<file path="src/sv/csvs_pkg.sv">
// Shared types and constants for the class score vote smoother.
// Used by every module of the block; has no dependencies of its own.
`default_nettype none

package csvs_pkg;

   localparam int NUM_CLASSES = 4;
   localparam int HISTORY_LEN = 8;

   localparam int SCORE_W   = 8;
   localparam int HIST_BITS = $clog2(HISTORY_LEN);
   localparam int SUM_W     = SCORE_W + HIST_BITS;
   localparam int SLOT_W    = (HISTORY_LEN > 1) ? $clog2(HISTORY_LEN) : 1;
   localparam int CLASS_W   = (NUM_CLASSES > 2) ? $clog2(NUM_CLASSES) : 1;
   localparam int TREE_SIZE = 2 ** CLASS_W;

   localparam int DIV_SHIFT = SUM_W + HIST_BITS + 1;
   localparam int RECIP     = (2 ** DIV_SHIFT + HISTORY_LEN - 1) / HISTORY_LEN;
   localparam int RECIP_W   = $clog2(RECIP + 1);
   localparam int PROD_W    = SUM_W + RECIP_W;

   localparam int QUEUE_DEPTH = 2;
   localparam int QPTR_W      = (QUEUE_DEPTH > 1) ? $clog2(QUEUE_DEPTH) : 1;
   localparam int QCNT_W      = $clog2(QUEUE_DEPTH + 1);

   typedef logic signed [SCORE_W-1:0] score_type;
   typedef score_type [NUM_CLASSES-1:0] score_vec_type;
   typedef logic signed [SUM_W-1:0] sum_type;
   typedef sum_type [NUM_CLASSES-1:0] sum_vec_type;
   typedef logic [CLASS_W-1:0] class_type;
   typedef logic [PROD_W-1:0] prod_type;

endpackage

`default_nettype wire

</file>
<file path="src/sv/csvs_front.sv">
// Front stage: takes score vectors, keeps the ring history and running window sums.
// Depends on csvs_pkg; pushes updated sums into csvs_queue.
`default_nettype none

module csvs_front (
   input  wire logic                   clock,
   input  wire logic                   reset,
   input  wire logic                   req_valid,
   output logic                        req_ready,
   input  wire csvs_pkg::score_vec_type req_scores,
   output logic                        push_valid,
   input  wire logic                   push_ready,
   output csvs_pkg::sum_vec_type       push_sums
);

   localparam logic [csvs_pkg::SLOT_W-1:0] LAST_SLOT =
      csvs_pkg::SLOT_W'(csvs_pkg::HISTORY_LEN - 1);

   csvs_pkg::score_type hist_ff [csvs_pkg::NUM_CLASSES][csvs_pkg::HISTORY_LEN];
   csvs_pkg::sum_vec_type sums_ff;
   csvs_pkg::sum_vec_type sums_in;
   logic [csvs_pkg::SLOT_W-1:0] slot_ff;
   logic [csvs_pkg::SLOT_W-1:0] slot_in;
   logic accept;

   always_comb begin
      accept = req_valid && push_ready;
      for (int c = 0; c < csvs_pkg::NUM_CLASSES; c++) begin
         sums_in[c] = sums_ff[c] - csvs_pkg::SUM_W'(hist_ff[c][slot_ff])
                      + csvs_pkg::SUM_W'(req_scores[c]);
      end
      slot_in = (slot_ff == LAST_SLOT) ? '0 : slot_ff + 1'b1;
   end

   assign req_ready  = push_ready;
   assign push_valid = req_valid;
   assign push_sums  = sums_in;

   always_ff @(posedge clock) begin
      if (reset) begin
         sums_ff <= '0;
         slot_ff <= '0;
         for (int c = 0; c < csvs_pkg::NUM_CLASSES; c++) begin
            for (int s = 0; s < csvs_pkg::HISTORY_LEN; s++) begin
               hist_ff[c][s] <= '0;
            end
         end
      end else if (accept) begin
         sums_ff <= sums_in;
         slot_ff <= slot_in;
         for (int c = 0; c < csvs_pkg::NUM_CLASSES; c++) begin
            hist_ff[c][slot_ff] <= req_scores[c];
         end
      end
   end

   a_slot_bound: assert property (@(posedge clock) disable iff (reset)
      slot_ff <= LAST_SLOT)
      else $error("Ring slot pointer left the history range.");

endmodule

`default_nettype wire

</file>
<file path="src/sv/csvs_queue.sv">
// Short queue of window sum vectors between the front and back stages.
// Depends on csvs_pkg for the entry type and depth.
`default_nettype none

module csvs_queue (
   input  wire logic                   clock,
   input  wire logic                   reset,
   input  wire logic                   push_valid,
   output logic                        push_ready,
   input  wire csvs_pkg::sum_vec_type  push_sums,
   output logic                        pop_valid,
   input  wire logic                   pop_ready,
   output csvs_pkg::sum_vec_type       pop_sums
);

   localparam logic [csvs_pkg::QPTR_W-1:0] LAST_PTR =
      csvs_pkg::QPTR_W'(csvs_pkg::QUEUE_DEPTH - 1);
   localparam logic [csvs_pkg::QCNT_W-1:0] FULL_COUNT =
      csvs_pkg::QCNT_W'(csvs_pkg::QUEUE_DEPTH);

   csvs_pkg::sum_vec_type mem_ff [csvs_pkg::QUEUE_DEPTH];
   logic [csvs_pkg::QPTR_W-1:0] wr_ptr_ff, rd_ptr_ff;
   logic [csvs_pkg::QCNT_W-1:0] count_ff, count_in;
   logic do_push, do_pop;

   always_comb begin
      push_ready = (count_ff != FULL_COUNT);
      pop_valid  = (count_ff != '0);
      do_push    = push_valid && push_ready;
      do_pop     = pop_valid && pop_ready;
      count_in   = count_ff;
      if (do_push && !do_pop) begin
         count_in = count_ff + 1'b1;
      end else if (do_pop && !do_push) begin
         count_in = count_ff - 1'b1;
      end
   end

   assign pop_sums = mem_ff[rd_ptr_ff];

   always_ff @(posedge clock) begin
      if (do_push) begin
         mem_ff[wr_ptr_ff] <= push_sums;
      end
   end

   always_ff @(posedge clock) begin
      if (reset) begin
         wr_ptr_ff <= '0;
         rd_ptr_ff <= '0;
         count_ff  <= '0;
      end else begin
         count_ff <= count_in;
         if (do_push) begin
            wr_ptr_ff <= (wr_ptr_ff == LAST_PTR) ? '0 : wr_ptr_ff + 1'b1;
         end
         if (do_pop) begin
            rd_ptr_ff <= (rd_ptr_ff == LAST_PTR) ? '0 : rd_ptr_ff + 1'b1;
         end
      end
   end

   a_count_bound: assert property (@(posedge clock) disable iff (reset)
      count_ff <= FULL_COUNT)
      else $error("Queue fill count exceeds its depth.");

   a_count_push: assert property (@(posedge clock) disable iff (reset)
      (do_push && !do_pop) |=> (count_ff == $past(count_ff) + 1'b1))
      else $error("Queue fill count missed a push.");

endmodule

`default_nettype wire

</file>
<file path="src/sv/csvs_back.sv">
// Back stage: divides window sums by the history length, picks the best class
// and compares it with the threshold. Depends on csvs_pkg.
`default_nettype none

module csvs_back (
   input  wire logic                   clock,
   input  wire logic                   reset,
   input  wire logic                   pop_valid,
   output logic                        pop_ready,
   input  wire csvs_pkg::sum_vec_type  pop_sums,
   input  wire csvs_pkg::score_type    threshold,
   output logic                        rsp_valid,
   input  wire logic                   rsp_ready,
   output csvs_pkg::class_type         rsp_best_class,
   output csvs_pkg::score_type         rsp_best_average,
   output logic                        rsp_detected
);

   localparam int LVLS = csvs_pkg::CLASS_W;

   logic advance;
   logic s1_valid_ff;
   csvs_pkg::prod_type prod_ff [csvs_pkg::NUM_CLASSES];
   logic [csvs_pkg::NUM_CLASSES-1:0] neg_ff;
   logic [csvs_pkg::SUM_W-1:0] mag [csvs_pkg::NUM_CLASSES];

   csvs_pkg::score_type tree_val [LVLS+1][csvs_pkg::TREE_SIZE];
   csvs_pkg::class_type tree_idx [LVLS+1][csvs_pkg::TREE_SIZE];
   logic [csvs_pkg::SCORE_W-1:0] quot;

   logic rsp_valid_ff;
   csvs_pkg::class_type class_ff;
   csvs_pkg::score_type avg_ff;
   logic detected_ff;

   assign advance   = !rsp_valid_ff || rsp_ready;
   assign pop_ready = advance;

   always_comb begin
      for (int c = 0; c < csvs_pkg::NUM_CLASSES; c++) begin
         mag[c] = pop_sums[c][csvs_pkg::SUM_W-1] ? (~pop_sums[c] + 1'b1) : pop_sums[c];
      end
   end

   always_comb begin
      quot = '0;
      for (int l = 0; l <= LVLS; l++) begin
         for (int i = 0; i < csvs_pkg::TREE_SIZE; i++) begin
            tree_val[l][i] = '0;
            tree_idx[l][i] = '0;
         end
      end
      for (int i = 0; i < csvs_pkg::TREE_SIZE; i++) begin
         tree_idx[0][i] = csvs_pkg::CLASS_W'(i);
         if (i < csvs_pkg::NUM_CLASSES) begin
            quot = prod_ff[i][csvs_pkg::DIV_SHIFT +: csvs_pkg::SCORE_W];
            tree_val[0][i] = neg_ff[i] ? -quot : quot;
         end else begin
            tree_val[0][i] = {1'b1, {(csvs_pkg::SCORE_W-1){1'b0}}};
         end
      end
      for (int l = 0; l < LVLS; l++) begin
         for (int i = 0; i < (csvs_pkg::TREE_SIZE >> (l + 1)); i++) begin
            if (tree_val[l][2*i+1] > tree_val[l][2*i]) begin
               tree_val[l+1][i] = tree_val[l][2*i+1];
               tree_idx[l+1][i] = tree_idx[l][2*i+1];
            end else begin
               tree_val[l+1][i] = tree_val[l][2*i];
               tree_idx[l+1][i] = tree_idx[l][2*i];
            end
         end
      end
   end

   always_ff @(posedge clock) begin
      if (advance && pop_valid) begin
         for (int c = 0; c < csvs_pkg::NUM_CLASSES; c++) begin
            neg_ff[c]  <= pop_sums[c][csvs_pkg::SUM_W-1];
            prod_ff[c] <= csvs_pkg::PROD_W'(mag[c]) * csvs_pkg::PROD_W'(csvs_pkg::RECIP);
         end
      end
      if (advance && s1_valid_ff) begin
         class_ff    <= tree_idx[LVLS][0];
         avg_ff      <= tree_val[LVLS][0];
         detected_ff <= (tree_val[LVLS][0] > threshold);
      end
   end

   always_ff @(posedge clock) begin
      if (reset) begin
         s1_valid_ff  <= 1'b0;
         rsp_valid_ff <= 1'b0;
      end else if (advance) begin
         s1_valid_ff  <= pop_valid;
         rsp_valid_ff <= s1_valid_ff;
      end
   end

   assign rsp_valid        = rsp_valid_ff;
   assign rsp_best_class   = class_ff;
   assign rsp_best_average = avg_ff;
   assign rsp_detected     = detected_ff;

   a_stage_to_out: assert property (@(posedge clock) disable iff (reset)
      (advance && s1_valid_ff) |=> rsp_valid_ff)
      else $error("A divided sum vector did not reach the output register.");

   a_pop_to_stage: assert property (@(posedge clock) disable iff (reset)
      (advance && pop_valid) |=> s1_valid_ff)
      else $error("A popped sum vector was lost before the divide stage.");

endmodule

`default_nettype wire

</file>
<file path="src/sv/class_score_vote_smoother_top.sv">
// Top level of the class score vote smoother: threshold register, front, queue, back.
// Path: an accepted input goes into the queue, then the divide and output registers.
// Throughput: one item per cycle while the queue has room, set by the front's sum update.
// Reset: synchronous, clears history, window sums, ring slot, queue and threshold to zero.
// Depends on csvs_pkg, csvs_front, csvs_queue and csvs_back.
`default_nettype none

module class_score_vote_smoother_top (
   input  wire logic                 clock,
   input  wire logic                 reset,
   input  wire logic                 req_valid,
   output logic                      req_ready,
   input  wire csvs_pkg::score_type  req_score_0,
   input  wire csvs_pkg::score_type  req_score_1,
   input  wire csvs_pkg::score_type  req_score_2,
   input  wire csvs_pkg::score_type  req_score_3,
   output logic                      rsp_valid,
   input  wire logic                 rsp_ready,
   output csvs_pkg::class_type       rsp_best_class,
   output csvs_pkg::score_type       rsp_best_average,
   output logic                      rsp_detected,
   input  wire logic                 csr_valid,
   output logic                      csr_ready,
   input  wire csvs_pkg::score_type  csr_wdata
);

   csvs_pkg::score_type threshold_ff;
   csvs_pkg::score_vec_type scores;
   csvs_pkg::sum_vec_type push_sums, pop_sums;
   logic push_valid, push_ready, pop_valid, pop_ready;

   assign scores    = {req_score_3, req_score_2, req_score_1, req_score_0};
   assign csr_ready = 1'b1;

   always_ff @(posedge clock) begin
      if (reset) begin
         threshold_ff <= '0;
      end else if (csr_valid) begin
         threshold_ff <= csr_wdata;
      end
   end

   csvs_front u_front (
      .clock      (clock),
      .reset      (reset),
      .req_valid  (req_valid),
      .req_ready  (req_ready),
      .req_scores (scores),
      .push_valid (push_valid),
      .push_ready (push_ready),
      .push_sums  (push_sums)
   );

   csvs_queue u_queue (
      .clock      (clock),
      .reset      (reset),
      .push_valid (push_valid),
      .push_ready (push_ready),
      .push_sums  (push_sums),
      .pop_valid  (pop_valid),
      .pop_ready  (pop_ready),
      .pop_sums   (pop_sums)
   );

   csvs_back u_back (
      .clock            (clock),
      .reset            (reset),
      .pop_valid        (pop_valid),
      .pop_ready        (pop_ready),
      .pop_sums         (pop_sums),
      .threshold        (threshold_ff),
      .rsp_valid        (rsp_valid),
      .rsp_ready        (rsp_ready),
      .rsp_best_class   (rsp_best_class),
      .rsp_best_average (rsp_best_average),
      .rsp_detected     (rsp_detected)
   );

endmodule

`default_nettype wire

</file>
<file path="config.mk">
export PLATFORM = sky130hd
export DESIGN_NAME = class_score_vote_smoother_top
export DESIGN_NICKNAME = d
export VERILOG_FILES = /design/src/sv/csvs_pkg.sv /design/src/sv/csvs_front.sv /design/src/sv/csvs_queue.sv /design/src/sv/csvs_back.sv /design/src/sv/class_score_vote_smoother_top.sv
export SDC_FILE = /design/constraint.sdc
export NUM_CORES = 1
export LEC_CHECK = 0
export BUFFER_PORTS_ARGS = -buffer_cell sky130_fd_sc_hd__buf_4
export CORE_ASPECT_RATIO = 0.5
export CORE_MARGIN = 2
export CORE_UTILIZATION = 63
export DETAILED_ROUTE_END_ITERATION = 6
export PLACE_DENSITY_LB_ADDON = 0.12
export SETUP_SLACK_MARGIN = 0.1
export SYNTH_ARGS = -nofsm -noshare
export SYNTH_HDL_FRONTEND = slang
export SYNTH_SLANG_ARGS = --single-unit
export TNS_END_PERCENT = 5
</file>
<file path="constraint.sdc">
create_clock -name clock -period 7.2 [get_ports clock]
set_input_delay 0.36 -clock clock [delete_from_list [all_inputs] [get_ports clock]]
set_output_delay 0.36 -clock clock [all_outputs]
set_load 0.005 [all_outputs]
</file>
==> impl_metrics.ini, run 1 <==
[run_status]
outcome = finished clean

[sta]
setup_tns_ns = 0
period_share_pct = 90.2
drv_slew = 0
slew_headroom_pct = 29.4
grt_setup_unrepaired = false
worst_slack_ns = 0.707
setup_viol = 0
finalHoldViolations = 0
layout_min_cycle_time_ns = 6.49
fin_worst_skew_ns = 0.0286
fmax_ghz = 0.154
worstMarginPinSlew_ns = 1.06

[cts]
cts_resized = 0
path_clk_slew_ns = 0.06
cts_tree = done
cts.sinks = 453
clkLatencyLatePin_ns = 0.57
clk_path_buf_depth = 3
cts_setup_buffers = 0
root_buffer = clkbuf_16
cts_hold_buffers = 0
cts_buffers = 41
htreeDepth = 2

[global_routing]
gr-max-usage-layer = met2
grt_start_max_net_pins = 90
grt.met2_usage_pct = 46.2
grt_antenna_before_repair = 0
use_met1_pct = 40.5
grt_use_met3_pct = 6.10
grt.total_usage_pct = 28.8
grt_pass1_vias = 15700
grt_overflow_total = 0
grt_pass1_wl_um = 83900

[synth]
synthesis.instances = 2214
async_flop_share_pct = 0
synth_area_leaders = edfxtp_1 36%, dfxtp_1 16%, nand2_1 5.9%
netlist-cell-type-count = 69
synth.most_common_cell = nand2_1
yosysWarnings = 0
synthTopCellsByCount = 356 x nand2_1, 271 x edfxtp_1, 210 x inv_1
yosys.area.top_type_share_pct = 36.1
avgSynthCellArea_um2 = 10.2
synth_fp_nets = 2382
yosysSeqAreaShare_pct = 52.2
yosys.area.top_type = edfxtp_1
synth-seq-cells = 453
synth_edf_count = 271
ys.flop_type = edfxtp_1
syn_area_mm2 = 0.0226

[job]
cap_violations = 0

[min_path]
min_from = csr_wdata[6]
min_path_type = in -> reg

[die]
die_w_um = 272
rows = 48
start_util_pct = 64.7
die_area_mm2 = 0.0374
pin_count = 59
core_region_area_mm2 = 0.0349
dieHeight_um = 138

[final_layout]
diodes = 0
final_nets = 2380
drive_gt1_share_pct = 8.24
area_growth_pct = 9.35
num-fill-cells = 2603
multi_input_area_mm2 = 0.00956
seq_area_mm2 = 0.0118

[critical_path]
start_kind = flip-flop
required_ns = 7.48
critPathKind = reg -> reg
cp_max_fo = 5
end_kind = flip-flop
critical_path.startpoint = u_back.prod_ff[3][6]
r2r_start = u_back.prod_ff[3][6]
worstPathArrival_ns = 6.78

[route]
vias = 16300
dr.pass1.iters = 5
antenna_left = 0
dr.first_iter.drc_count = 1500
vias_per_cell = 5.98
drc_errors = 0
avgRoutedWirePerCell_um = 19.5
wirelength_um = 53200

[place]
port_buffers = 57
place.gp.congestion = 0.881
pre_cts_ws_ns = 0.617
dp_hpwl_um = 34700

[pwr]
power.leakage_nw = 9.60
peakVddDrop_uv = 696
p_per_area_mw_per_mm2 = 533
power_w = 0.0131
==> sequential cells by signal, summed over array words and instances, names as in the netlist, 2 cells and up, named ones only <==
name / flops
u_back.prod_ff: 32
u_front.slot_ff: 3
u_queue.count_ff: 2
u_front.hist_ff: 256
u_front.sums_ff: 44
u_back.neg_ff: 4
threshold_ff: 8
u_back.rsp_best_average: 8
u_queue.mem_ff: 88
u_back.rsp_best_class: 2
==> metrics by stage <==
step	hold slack, ns	util, %	std cells	cell area, µm²
floorplan	0.436	-	2214	22600
CTS	0.0223	70.7	2720	24700
global route	0.0458	70.7	2720	24700
global placement	0.441	67.0	2644	23400
detailed placement	0.446	67.0	2644	23400
finish	0.0487	70.7	2720	24700
==> routing by layer <==
layer / wire length [µm] / vias to the layer above
met3: 5150 / 73
li1: - / 7708
met4: 831 / 0
met2: 23700 / 629
met1: 23400 / 7852
met5: 0 / -
==> layout make-up <==
class,instances,area share (%)
clock inverters,18,0.700
repair buffers,82,2.60
inverters,210,3.19
multi-input cells,1424,38.7
flip-flops and latches,453,47.7
clock buffers,58,4.62
well taps,475,2.41
==> logic make-up after synthesis <==
kind of cell / after synthesis / share of synthesized area (%)
multiplexers: 66 / 3.11
XOR/XNOR: 97 / 4.00
AO/OA/AOI/OAI: 435 / 12.6
other: 1 / 0.0166
flip-flops: 453 / 52.2
adder cells (fa/ha/maj): 123 / 8.15
AND/OR/NAND/NOR: 702 / 14.3
buffers and inverters: 337 / 5.67
==> placed cells by master, fill, tap and decap left out, drive strengths merged, types with 11 or more instances in the layout <==
cell type / Yosys / layout
inv: 210 / 211
a21oi: 115 / 115
mux2: 18 / 18
xor2: 45 / 45
and2: 28 / 28
or4: 11 / 11
fa: 40 / 40
nand3: 41 / 41
o31ai: 15 / 15
nand4: 35 / 35
dfxtp: 182 / 182
nand2: 356 / 356
xnor2: 49 / 49
buf: 20 / 82
nor2b: 28 / 28
nor2: 100 / 100
nor3: 33 / 33
o21ai: 103 / 103
ha: 83 / 83
clkbuf: 107 / 58
and3: 14 / 14
edfxtp: 271 / 271
nand2b: 15 / 15
mux2i: 48 / 48
a22oi: 117 / 117
==> worst max-delay path: stages (launching register included) <==
cell and delay (ns):
edfxtp_1 0.46, or3_1 0.43, o31ai_1 0.25, xor2_1 0.21
inv_1 0.07, ha_1 0.36, and4_1 0.21, and4_1 0.22
a221oi_2 0.43, buf_4 0.23, mux2i_1 0.26, ha_1 0.28
a21o_1 0.16, a2111oi_1 0.51, a22o_1 0.24, a211oi_2 0.08
mux2i_1 0.26, ha_1 0.29, nor2b_1 0.14, o21a_1 0.18
o21a_1 0.17, o21a_1 0.16, o21a_1 0.16, o21a_1 0.16
o32ai_1 0.21, mux2i_1 0.11
==> path summary, 6_finish.rpt <==
kind,end,slack [ns],cells after the start
setup / recovery,u_back.rsp_detected,0.71,25
hold / removal,threshold_ff[6],0.05,3
setup reg to reg,u_back.rsp_detected,0.71,25
hold reg to reg,u_front.hist_ff[2][44],0.45,2
==> where the power goes <==
part | internal (W) | switching (W)
logic | 0.00299 | 0.00388
registers | 0.00382 | 0.000269
clock network | 0.00119 | 0.000993
No activity file was read; power rests on OpenSTA's default activity.
==> run 2: changes to the inputs <==
--- a/config.mk
+++ b/config.mk
@@ -8,7 +8,7 @@
 export BUFFER_PORTS_ARGS = -buffer_cell sky130_fd_sc_hd__buf_4
 export CORE_ASPECT_RATIO = 0.5
 export CORE_MARGIN = 2
-export CORE_UTILIZATION = 63
+export CORE_UTILIZATION = 65
 export DETAILED_ROUTE_END_ITERATION = 6
 export PLACE_DENSITY_LB_ADDON = 0.12
 export SETUP_SLACK_MARGIN = 0.1
==> constraint.sdc (replaced) <==
create_clock -name clock -period 7.53 [get_ports clock]
set_input_delay 0.3765 -clock clock [delete_from_list [all_inputs] [get_ports clock]]
set_output_delay 0.3765 -clock clock [all_outputs]
set_load 0.005 [all_outputs]
==> run 2 against run 1 <==
Combinational power shrank 4.1%. Clock skew grew 0.0027 ns. Utilization grew 1.1 points. Maximum frequency shrank 4.4%. Setup slack gained 0.029 ns.
==> impl_metrics.ini, run 2 (synthesis gave the netlist of run 1 again) <==
[run_status]
outcome = finished clean

[route]
vias_per_cell = 5.96
drc_errors = 0
vias = 16200
antenna_left = 0
dr.pass1.iters = 6
wirelength_um = 52800
avgRoutedWirePerCell_um = 19.4
dr.first_iter.drc_count = 1650

[critical_path]
end_kind = flip-flop
crit_family = compound AO/OA/AOI/OAI gates
r2r_start = u_back.prod_ff[3][4]
worstPathArrival_ns = 7.08
critical_path.startpoint = u_back.prod_ff[3][4]
required_ns = 7.82
start_kind = flip-flop
cp_num_buf_inv = 2
critPathKind = reg -> reg
max_stage_delay_ns = 0.54
crit_slowest_cell = a221oi_4
cp_max_fo = 8
cpMostUsedCell = o21a_1

[final_layout]
area_growth_pct = 9.37
top_register = u_front.hist_ff
diodes = 0
final_cell_area_mm2 = 0.0247
largest_reg_flops = 256
final_common_cell = nand2_1
drive_gt1_share_pct = 8.33
seq_area_mm2 = 0.0118
most-common-layout-cells = 355 x nand2_1, 271 x edfxtp_1, 208 x inv_1
num-fill-cells = 2605
largestRegisters = u_front.hist_ff: 256 flops, u_queue.mem_ff: 88 flops, u_front.sums_ff: 44 flops
final_nets = 2381
utilization_pct = 71.8
multi_input_area_mm2 = 0.00957

[sta]
finalHoldViolations = 0
period_share_pct = 90.2
fmax_ghz = 0.147
grt_setup_unrepaired = false
fin_worst_skew_ns = 0.0313
drv_slew = 0
setup_viol = 0
slew_headroom_pct = 31.5
setup_tns_ns = 0
layout_min_cycle_time_ns = 6.79
worstMarginPinSlew_ns = 1.02

[global_routing]
grt_overflow_total = 0
grt_antenna_before_repair = 0
grt_start_max_net_pins = 90
grt_pass1_wl_um = 83000
grt.total_usage_pct = 29.7
grt_pass1_vias = 15100

[job]
cap_violations = 0

[die]
rows = 48
die_w_um = 268
die_area_mm2 = 0.0363
start_util_pct = 65.7
pin_count = 59
dieHeight_um = 136
core_region_area_mm2 = 0.0344

[min_path]
min_from = csr_wdata[6]
min_path_type = in -> reg

[cts]
clk_path_buf_depth = 3
clkLatencyLatePin_ns = 0.57
cts_buffers = 40
cts_tree = done
path_clk_slew_ns = 0.06
cts_hold_buffers = 0
root_buffer = clkbuf_16
cts.sinks = 453
htreeDepth = 2

[pwr]
p_per_area_mw_per_mm2 = 511
power.leakage_nw = 9.61
peakVddDrop_uv = 752

[place]
place.gp.congestion = 0.880
placed_area_mm2 = 0.0234
dp_hpwl_um = 34200
port_buffers = 57
==> run 2: per-layer routing <==
layer | vias to the layer above | GRT usage (%) | part of all wire [%] | routed length [µm]
met3 | 73 | 5.34 | 10 | 5260
li1 | 7721 | - | - | -
met2 | 667 | 46.2 | 44 | 23400
met1 | 7754 | 43.5 | 44 | 23200
met5 | - | 0 | 0 | 0
met4 | 0 | 7.26 | 1.9 | 991
==> run 2: worst register-to-register path, delay by kind of cell (launching register included) <==
kind / cells / cell delay, ns
adder cells (fa/ha/maj): 3 / 0.83
multiplexers: 3 / 0.93
XOR/XNOR: 1 / 0.22
flip-flops: 1 / 0.43
AO/OA/AOI/OAI: 12 / 2.79
AND/OR/NAND/NOR: 6 / 1.21
buffers and inverters: 2 / 0.12
==> run 2: power by group <==
group          switching, W  total, W  internal [W]
Clock              0.000921   0.00210       0.00118
Combinational       0.00375   0.00660       0.00285
Sequential         0.000259   0.00391       0.00365
Total               0.00493    0.0126       0.00768
==> run 2: per-stage QoR <==
step                      hold slack (ns)  worst slack (ns)  total power [W]  instances
after floorplan                     0.436              1.29          0.00894       2214
after global placement              0.442             0.715           0.0103       2646
after detailed placement            0.446             0.601           0.0105       2646
after CTS                          0.0525             0.562           0.0126       2720
after global routing               0.0599             0.247           0.0136       2720
final                              0.0657             0.736           0.0126       2720
==> run 2: final cells by class <==
class / instances / area share [%]
Tap cell: 475 / 2.41
Clock inverter: 13 / 0.629
Inverter: 210 / 3.19
Sequential cell: 453 / 47.7
Multi-Input combinational cell: 1424 / 38.8
Clock buffer: 61 / 4.70
Timing Repair Buffer: 84 / 2.55
==> run 2: worst paths after layout <==
| kind | to | slack, ns | cells after the start |
|---|---|---|---|
| min | threshold_ff[6] | 0.07 | 3 |
| max | u_back.rsp_detected | 0.74 | 27 |
| max reg2reg | u_back.rsp_detected | 0.74 | 27 |
| min reg2reg | u_front.hist_ff[3][18] | 0.45 | 2 |
==> run 2: timing repair <==
| action | 4_1_cts | 5_1_grt |
|---|---|---|
| buffers inserted | 0 | 0 |
| gates resized for setup | 0 | 1 |
| setup endpoints to repair | 0 | 1 |
